File: src/hw/rtl/iau_pkg.sv
// package for the integer arithmetic unit: operation codes, widths, beat layout
// no dependencies
package iau_pkg;
	localparam int OperW = 31;
	localparam int DataW = 32;
	localparam int CntW  = 6;

	localparam logic [2:0] OP_ADD  = 3'd0;
	localparam logic [2:0] OP_SUB  = 3'd1;
	localparam logic [2:0] OP_MUL  = 3'd2;
	localparam logic [2:0] OP_DIV  = 3'd3;
	localparam logic [2:0] OP_SQRT = 3'd4;
	localparam logic [2:0] OP_POW  = 3'd5;

	typedef struct packed {
		logic [OperW-1:0] operand_b;
		logic [OperW-1:0] operand_a;
		logic [2:0]       operation;
	} in_beat_t;
endpackage

File: src/hw/rtl/integer_arith_unit.sv
// integer arithmetic unit: add, subtract, multiply, divide, square root, power
// depends on iau_pkg
//
// One result beat per input beat, one beat in the unit at a time. The result is
// registered and passes through the done state before it is offered. Add,
// subtract, divide by zero and unused codes go to the done state at the
// accepting edge; multiply and divide first run one bit per cycle through shift
// registers, 32 steps, and square root one root bit per cycle, 16 steps. Power
// runs square-and-multiply, each multiply being a bit-serial shift-add: one
// square per exponent bit above the lowest and one multiply per set exponent bit,
// so an exponent of all ones takes 61 multiplies; exponent zero gives 1 directly.
// The next input beat is taken in the cycle after the result beat has been
// handed to the output.
module integer_arith_unit import iau_pkg::*; (
	input  logic        clk,
	input  logic        arst_n,
	input  logic        s_tvalid,
	output logic        s_tready,
	input  logic [71:0] s_tdata,   // operation[2:0], operand_a[33:3], operand_b[64:34]
	output logic        m_tvalid,
	input  logic        m_tready,
	output logic [31:0] m_tdata,   // result_value[31:0]
	output logic        m_tuser    // divide_error
);

	localparam logic [2:0] ST_IDLE = 3'd0;
	localparam logic [2:0] ST_MUL  = 3'd1;
	localparam logic [2:0] ST_DIV  = 3'd2;
	localparam logic [2:0] ST_SQRT = 3'd3;
	localparam logic [2:0] ST_PMUL = 3'd4;
	localparam logic [2:0] ST_PSQ  = 3'd5;
	localparam logic [2:0] ST_DONE = 3'd6;

	in_beat_t        in_beat;
	logic [2:0]      state_q;
	logic [CntW-1:0] cnt_q;
	logic [DataW-1:0] x_q;     // shifting multiplier / dividend / radicand
	logic [DataW-1:0] y_q;     // multiplicand / divisor
	logic [DataW-1:0] acc_q;   // product / quotient / root
	logic [DataW+1:0] rem_q;   // partial remainder
	logic [DataW-1:0] pacc_q;  // power accumulator
	logic [DataW-1:0] psq_q;   // power square
	logic [OperW-1:0] exp_q;
	logic [DataW-1:0] res_q;
	logic             err_q;
	logic             out_v_q;

	logic [DataW:0]   div_trial;
	logic [DataW+1:0] sq_rem;
	logic [DataW+1:0] sq_trial;
	logic [DataW-1:0] mul_next;

	assign in_beat  = in_beat_t'(s_tdata[64:0]);
	assign s_tready = (state_q == ST_IDLE) && !out_v_q;
	assign m_tvalid = out_v_q;
	assign m_tdata  = res_q;
	assign m_tuser  = err_q;

	// restoring divide step and square root step
	assign div_trial = {rem_q[DataW-1:0], x_q[DataW-1]} - {1'b0, y_q};
	assign sq_rem    = {rem_q[DataW-1:0], x_q[DataW-1:DataW-2]};
	assign sq_trial  = sq_rem - {acc_q, 2'b01};

	// shift-add step, partial product after the current multiplier bit
	assign mul_next  = x_q[0] ? acc_q + y_q : acc_q;

	// sequencer and datapath
	always_ff @(posedge clk or negedge arst_n) begin
		if (!arst_n) begin
			state_q <= ST_IDLE;
			out_v_q <= 1'b0;
			cnt_q   <= '0;
		end else begin
			if (out_v_q && m_tready) out_v_q <= 1'b0;
			unique case (state_q)
				ST_IDLE: begin
					if (s_tvalid && s_tready) begin
						err_q <= (in_beat.operation == OP_DIV) && (in_beat.operand_b == '0);
						acc_q <= '0;
						rem_q <= '0;
						cnt_q <= '0;
						case (in_beat.operation)
							OP_ADD: begin
								res_q <= {1'b0, in_beat.operand_a} + {1'b0, in_beat.operand_b};
								state_q <= ST_DONE;
							end
							OP_SUB: begin
								res_q <= {1'b0, in_beat.operand_a} - {1'b0, in_beat.operand_b};
								state_q <= ST_DONE;
							end
							OP_MUL: begin
								x_q <= {1'b0, in_beat.operand_b};
								y_q <= {1'b0, in_beat.operand_a};
								state_q <= ST_MUL;
							end
							OP_DIV: begin
								if (in_beat.operand_b == '0) begin
									res_q <= '1;
									state_q <= ST_DONE;
								end else begin
									x_q <= {1'b0, in_beat.operand_a};
									y_q <= {1'b0, in_beat.operand_b};
									state_q <= ST_DIV;
								end
							end
							OP_SQRT: begin
								x_q <= {1'b0, in_beat.operand_a};
								state_q <= ST_SQRT;
							end
							OP_POW: begin
								pacc_q <= DataW'(1);
								psq_q  <= {1'b0, in_beat.operand_a};
								exp_q  <= in_beat.operand_b;
								if (in_beat.operand_b == '0) begin
									res_q <= DataW'(1);
									state_q <= ST_DONE;
								end else if (in_beat.operand_b[0]) begin
									x_q <= {1'b0, in_beat.operand_a};
									y_q <= DataW'(1);
									state_q <= ST_PMUL;
								end else begin
									x_q <= {1'b0, in_beat.operand_a};
									y_q <= {1'b0, in_beat.operand_a};
									state_q <= ST_PSQ;
								end
							end
							default: begin
								res_q <= '0;
								state_q <= ST_DONE;
							end
						endcase
					end
				end
				// shift-add multiply, one multiplier bit per cycle, wraps at 32 bits
				ST_MUL, ST_PMUL, ST_PSQ: begin
					if (cnt_q != CntW'(DataW-1)) begin
						acc_q <= mul_next;
						x_q   <= x_q >> 1;
						y_q   <= y_q << 1;
						cnt_q <= cnt_q + 1'b1;
					end else begin
						cnt_q <= '0;
						acc_q <= '0;
						if (state_q == ST_MUL) begin
							res_q   <= mul_next;
							state_q <= ST_DONE;
						end else if (state_q == ST_PMUL) begin
							// accumulator updated; square next if more bits remain
							pacc_q <= mul_next;
							if (exp_q[OperW-1:1] == '0) begin
								res_q   <= mul_next;
								state_q <= ST_DONE;
							end else begin
								x_q     <= psq_q;
								y_q     <= psq_q;
								state_q <= ST_PSQ;
							end
						end else begin
							psq_q <= mul_next;
							exp_q <= exp_q >> 1;
							x_q   <= mul_next;
							if (exp_q[1]) begin
								y_q     <= pacc_q;
								state_q <= ST_PMUL;
							end else begin
								y_q     <= mul_next;
								state_q <= ST_PSQ;
							end
						end
					end
				end
				// restoring divide, one quotient bit per cycle
				ST_DIV: begin
					x_q   <= x_q << 1;
					cnt_q <= cnt_q + 1'b1;
					if (!div_trial[DataW]) begin
						rem_q <= {2'b00, div_trial[DataW-1:0]};
						acc_q <= {acc_q[DataW-2:0], 1'b1};
					end else begin
						rem_q <= {1'b0, rem_q[DataW-1:0], x_q[DataW-1]};
						acc_q <= {acc_q[DataW-2:0], 1'b0};
					end
					if (cnt_q == CntW'(DataW-1)) begin
						res_q   <= {acc_q[DataW-2:0], !div_trial[DataW]};
						state_q <= ST_DONE;
					end
				end
				// digit-by-digit square root, two radicand bits per cycle
				ST_SQRT: begin
					x_q   <= x_q << 2;
					cnt_q <= cnt_q + 1'b1;
					if (!sq_trial[DataW+1]) begin
						rem_q <= sq_trial;
						acc_q <= {acc_q[DataW-2:0], 1'b1};
					end else begin
						rem_q <= sq_rem;
						acc_q <= {acc_q[DataW-2:0], 1'b0};
					end
					if (cnt_q == CntW'(DataW/2-1)) begin
						res_q   <= {acc_q[DataW-2:0], !sq_trial[DataW+1]};
						state_q <= ST_DONE;
					end
				end
				ST_DONE: begin
					out_v_q <= 1'b1;
					state_q <= ST_IDLE;
				end
				default: state_q <= ST_IDLE;
			endcase
		end
	end

`ifndef SYNTHESIS
	// an accepted beat always starts work
	a_start: assert property (@(posedge clk) disable iff (!arst_n)
		s_tvalid && s_tready |=> state_q != ST_IDLE)
		else $error("accepted beat did not start work");
	// a result never appears while the unit is busy
	a_result: assert property (@(posedge clk) disable iff (!arst_n)
		$rose(out_v_q) |-> state_q == ST_IDLE)
		else $error("result raised while busy");
	// error flag only with all-ones result
	a_err: assert property (@(posedge clk) disable iff (!arst_n)
		out_v_q && err_q |-> res_q == '1)
		else $error("divide error without all-ones result");
`endif

endmodule
File: config.mk
export PLATFORM = sky130hd
export DESIGN_NAME = integer_arith_unit
export DESIGN_NICKNAME = d
export VERILOG_FILES = /design/src/hw/rtl/iau_pkg.sv /design/src/hw/rtl/integer_arith_unit.sv
export SDC_FILE = /design/constraint.sdc
export NUM_CORES = 1
export LEC_CHECK = 0
export BUFFER_PORTS_ARGS = -buffer_cell sky130_fd_sc_hd__buf_2
export CAP_MARGIN = 20
export CORE_MARGIN = 1
export CORE_UTILIZATION = 44
export DETAILED_ROUTE_END_ITERATION = 7
export MAX_ROUTING_LAYER = met4
export SYNTH_ARGS = -nofsm -noshare
export SYNTH_HDL_FRONTEND = slang
export SYNTH_SLANG_ARGS = --single-unit
File: constraint.sdc
create_clock -name clk -period 10.9 [get_ports clk]
set_input_delay 2.18 -clock clk [delete_from_list [all_inputs] [get_ports clk]]
set_output_delay 2.18 -clock clk [all_outputs]
set_load 0.01 [all_outputs]
* Word-level counts from Yosys, hierarchy flattened
Index checks and enable logic that the tools add are counted.
** Operators by class
- Eq/ne operators :: 34
- Muxes and demuxes :: 75
- Reductions and logical operators :: 30
- Add/subtract/negate cells :: 6
** Operators with widths (number)
- $mux W32 :: 38
- $pmux W32 S4 :: 3
- $pmux W32 S3 :: 3
- $pmux W32 S2 :: 3
- $mux W31 :: 6
- $pmux W32 S5 :: 1
- $pmux W31 S2 :: 1
- $sub A34 B34 Y34 :: 1
- $sub A33 B32 Y33 :: 1
- $add A31 B31 Y32 :: 1
- $add A32 B32 Y32 :: 1
- $sub A31 B31 Y32 :: 1
- $logic_not A31 Y1 :: 1
- $logic_not A30 Y1 :: 1
- $pmux W3 S4 :: 2
- $mux W3 :: 7
- $ne A3 B3 Y1 const B :: 7
- $reduce_and A7 Y1 :: 3
- $pmux W6 S3 :: 1
- $eq A3 B3 Y1 const B :: 5
- $ne A2 B2 Y1 const B :: 7
- $eq A3 B2 Y1 const B :: 4
- $mux W6 :: 2
- $reduce_and A11 Y1 :: 1
- other kinds (24) :: 44
** Storage, ports and cells
- Bits of input ports :: 76
- Register bits after elaboration :: 266
- Output and inout bits :: 35
- Word-level logic and storage cells :: 157

* Longest topological paths before layout
- Depth in word-level cells :: 7
- Gate-level depth with buffers :: 19

* Worst setup path before layout
OpenSTA, ideal clock, no wires.
- Path type :: input to register
- Start point :: in s_tdata[2]
- End point :: reg exp_q[10], enable pin
- Stages :: 6
- Setup time :: 0.635 ns
- Setup slack :: 1.477 ns
- Path buffers :: 1
- Arrival time :: 8.789 ns
- Required time :: 10.265 ns
- Cell sequence :: clkbuf_1 nor2b_1 nand2_1 nand2_1 nand2_1 nor4_1
** Between the ends
- Cells in the longest elaborated chain, start to end :: 3
** Ends and longest elaborated chain
- start, declared :: RTL line integer_arith_unit.sv:19 : input logic [71:0] s_tdata,
- $eq A3 B3 Y1 :: RTL line integer_arith_unit.sv:82 : case (in_beat.operation)
- $ne A2 B1 Y1 (no line)
- $reduce_and A7 Y1 (no line)
- end signal, assigned :: RTL line integer_arith_unit.sv:113 : exp_q <= in_beat.operand_b;
- end signal, assigned :: RTL line integer_arith_unit.sv:160 : exp_q <= exp_q >> 1;
- end, declared :: RTL line integer_arith_unit.sv:43 : logic [OperW-1:0] exp_q;
Every way passes these cells.
A chain may end at the register's enable or synchronous reset.

* Worst setup path in the final report
- Start point :: in s_tdata[1]
- End point :: reg res_q[31] (netlist: m_tdata[31]) (data pin)
** Between the ends
- Cells in the longest elaborated chain, start to end :: 5
** Ends and longest elaborated chain
- $eq A3 B3 Y1 or $eq A3 B2 Y1 (tied branches) :: RTL line integer_arith_unit.sv:82
- $reduce_or A2 Y1 (no line)
- $pmux W32 S5 * :: RTL line integer_arith_unit.sv:82
- $mux W32 * :: RTL line integer_arith_unit.sv:77 : if (s_tvalid && s_tready) begin
- $pmux W32 S4 * :: RTL line integer_arith_unit.sv:75 : unique case (state_q)
- end signal, assigned :: RTL line integer_arith_unit.sv:84 : res_q <= {1'b0, in_beat.operand_a} + {1'b0, in_beat.operand_b};
- end signal, assigned :: RTL line integer_arith_unit.sv:88 : res_q <= {1'b0, in_beat.operand_a} - {1'b0, in_beat.operand_b};
- end signal, assigned :: RTL line integer_arith_unit.sv:115 : res_q <= DataW'(1);
- end, declared :: RTL line integer_arith_unit.sv:44 : logic [DataW-1:0] res_q;
Every way passes the cells marked *; elsewhere a longest branch is shown, timed or not. The select of a mux whose other input is x is not followed.

==> results.py <==
metrics = {
    "synthesis": {
        "async_flop_share": 0.03774,
        "yosysTopAreaCell": "edfxtp_1",
        "synth.ff_latch_count": 265,
        "synth-compound-area-share": 0.2640,
        "synth_top_family_by_area": "compound AO/OA/AOI/OAI gates",
        "synthFlopType": "edfxtp_1",
        "synth_top_area_share": 0.3510,
        "ys_warn_count": 0,
        "synth-edff-count": 255,
        "avgSynthCellArea_um2": 8.835,
        "yosys-top-cells-area": "edfxtp_1, ha_1, nand2_1",
        "synthSimpleGateAreaFrac": 0.1436,
        "synth-xor-area-share": 0.05535,
        "netlist_area_um2": 21810,
        "synthAdderAreaFrac": 0.07674,
        "synth_seq_area_share": 0.3625,
        "synth_cells": 2469,
        "synthMuxAreaShare": 0.05122,
        "syn_nets": 2677,
        "synth_cell_types": 89,
    },
    "power_and_ir_drop": {
        "totalPowerFinal_mw": 6.557,
        "switchingPower_mw": 2.983,
        "comb_power_share": 0.576,
        "p_per_area_nw_per_um2": 273.8,
        "p_seq_frac": 0.267,
        "p_leak_nw": 9.701,
        "sw_frac_of_total": 0.4549,
        "peakVddDrop_v": 0.0001326,
        "pwr-share-clk": 0.157,
        "p_int_mw": 3.574,
    },
    "cts": {
        "clk_path_buf_depth": 3,
        "cts-root-buf": "clkbuf_16",
        "post-cts-setup-buffers": 0,
        "clock-sinks": 265,
        "clkTransAtPathRegs_ns": 0.06,
        "numCtsBuffers": 31,
        "ctsHoldBuffers": 0,
        "post_cts_resized": 0,
        "htreeDepth": 1,
        "clock_latency_ns": 0.60,
        "tritoncts": "built",
    },
    "detailed_routing": {
        "drt_wl_total_um": 74280,
        "drc": 0,
        "antenna_left": 0,
        "post_drt_wl_per_cell_um": 23.34,
        "drt_first_iter_violations": 2001,
        "dr.pass1.iters": 8,
        "num_vias": 19930,
        "via_per_inst": 6.262,
    },
    "grt": {
        "grt_use_total": 0.3003,
        "grt_pass1_wl_um": 112900,
        "grt-ovfl-total": 0,
        "grt_pass1_vias": 19070,
        "grt_max_degree": 65,
        "antenna_found_initial": 0,
    },
    "finish": {
        "layout.area.seq_um2": 7911,
        "drive_gt1_frac": 0.09849,
        "area_growth_pct": 9.796,
        "finish.utilization": 0.4893,
        "num-fill-cells": 4698,
        "multi_input_comb_area_um2": 13040,
        "n_antenna_cell": 0,
        "nets": 2703,
    },
    "place": {
        "hpwlAfterDp_um": 54950,
        "gp_congestion": 0.9407,
        "port_buffers": 103,
        "pre_cts_slack_ns": 3.067,
    },
    "setup_path": {
        "rr_startpoint": "x_q[31]",
        "rrSetupSlack_ns": 6.51,
        "end_kind": "flop",
        "crit_type": "in -> reg",
        "r2r_cells": 15,
        "startpoint_type": "input port",
        "cp_max_fo": 23,
        "crit_start": "s_tdata[1]",
        "r2r_end": "rem_q[20]",
        "worstPathRequired_ns": 11.33,
        "cp_data_arrival_time_ns": 7.84,
        "endpoint": "m_tdata[31]",
    },
    "outcome": {
        "status": "finished clean",
    },
    "die": {
        "rows": 81,
        "initial_utilization": 0.4456,
        "chipHeight_um": 224.7,
        "die_w_um": 224.7,
        "ios": 111,
        "die_area_um2": 50470,
        "fp.coreArea_um2": 48950,
    },
    "timing": {
        "finalSetupViolCount": 0,
        "period_needed_ns": 7.407,
        "max_freq_mhz": 135.0,
        "setup_slack_ns": 3.493,
        "max_slew.worst_pin.slew_ns": 1.205,
        "fin_crit_sh": 0.6795,
        "rsz0062_at_grt": "false",
        "fin_worst_skew_ns": 0.02144,
        "finalMaxSlewViolations": 0,
        "slew_headroom": 0.1947,
        "finalHoldViolCount": 0,
        "setup_tns_ns": 0,
    },
    "job": {
        "cap_violations": 0,
    },
    "min_path": {
        "hold_class": "reg -> reg",
    },
}
==> how the worst min path moves through the flow <==
stage             start        to  slack (ns)  cells past startpoint
2_1_floorplan  cnt_q[5]  cnt_q[5]        0.45                      1
3_3_place_gp   cnt_q[5]  cnt_q[5]        0.47                      1
3_5_place_dp   cnt_q[5]  cnt_q[5]        0.48                      1
4_1_cts        cnt_q[5]  cnt_q[5]        0.49                      1
5_1_grt        cnt_q[5]  cnt_q[5]        0.50                      1
6_report       cnt_q[5]  cnt_q[5]        0.49                      1
==> state kept, by name (all words and copies together), names as in the netlist <==
name	cells
cnt_q	6
exp_q	30
pacc_q	32
rem_q	32
state_q	3
m_tuser	1
acc_q	32
x_q	32
m_tdata	32
y_q	32
psq_q	32
m_tvalid	1
==> placed cells by master (no fill, tap or decap), types with 54 or more instances in the layout <==
| cell type | instances |
|---|---|
| edfxtp_1 | 255 |
| mux2i_1 | 88 |
| a21oi_1 | 216 |
| buf_2 | 103 |
| nor2_1 | 181 |
| a211oi_1 | 54 |
| xnor2_1 | 87 |
| a21o_1 | 91 |
| nand2_1 | 296 |
| o21ai_0 | 201 |
| ha_1 | 129 |
| inv_1 | 107 |
==> worst max-delay path: stages <==
cell       delay [ns]
buf_2            0.16
nor2_1           0.55
and2_1           0.78
nor2_1           0.11
xnor2_1          0.17
ha_1             0.33
o21a_1           0.20
o31a_1           0.16
a2111oi_1        1.09
o211ai_1         0.30
a41oi_1          0.45
o21ai_0          0.25
a2111oi_0        0.51
a41o_1           0.14
o21ai_0          0.25
o211ai_1         0.21
==> cells in the mapped netlist, drive strengths merged (49+ instances only) <==
cell    instances
nand2         297
edfxtp        255
a21oi         220
o21ai         205
nor2          186
ha            129
clkbuf        120
inv           107
a21o           94
mux2i          88
xnor2          88
a211oi         57
o22ai          52
xor2           49
==> power by group through the flow <==
| stage | logic, mW | registers (mW) | clock network [mW] |
|---|---|---|---|
| final | 3.78 | 1.75 | 1.03 |
| after global routing | 4.14 | 1.77 | 1.07 |
| after CTS | 3.71 | 1.74 | 1.04 |
| after detailed placement | 3.68 | 1.76 | 0 |
| after global placement | 3.61 | 1.75 | 0 |
| after floorplan | 2.84 | 1.64 | 0 |
==> kinds of logic after synthesis <==
| kind of cell | Yosys count |
|---|---|
| AO/OA/AOI/OAI | 875 |
| XOR/XNOR | 137 |
| adder cells (fa/ha/maj) | 132 |
| buffers and inverters | 255 |
| flip-flops | 265 |
| multiplexers | 109 |
| AND/OR/NAND/NOR | 696 |
==> through the flow <==
| step | hold WS (ns) | instances | instance area [um2] |
|---|---|---|---|
| 6_report | 0.4881 | 3182 | 23950 |
| 5_1_grt | 0.5046 | 3182 | 23950 |
| 4_1_cts | 0.4898 | 3181 | 23930 |
| 3_5_place_dp | 0.4825 | 3125 | 22970 |
| 3_3_place_gp | 0.4661 | 3125 | 22970 |
| 2_1_floorplan | 0.4484 | 2469 | 21810 |
==> layer usage <==
metal / vias up / track usage / share of wire / wire, um
li1: 9335 / - / - / -
met1: 9553 / 0.4099 / 0.43 / 31910
met2: 917 / 0.4595 / 0.45 / 33230
met3: 122 / 0.04533 / 0.095 / 7049
met4: 0 / 0.08931 / 0.028 / 2086
met5: - / - / 0 / 0
==> cell type report <==
type | count | share of cell area
Tap cell | 664 | 0.03469
Sequential cell | 265 | 0.3303
Clock inverter | 15 | 0.006216
Timing Repair Buffer | 140 | 0.03364
Clock buffer | 41 | 0.03396
Multi-Input combinational cell | 1949 | 0.5443
Inverter | 108 | 0.01693
Note: power is estimated with default switching activity, not from simulation.
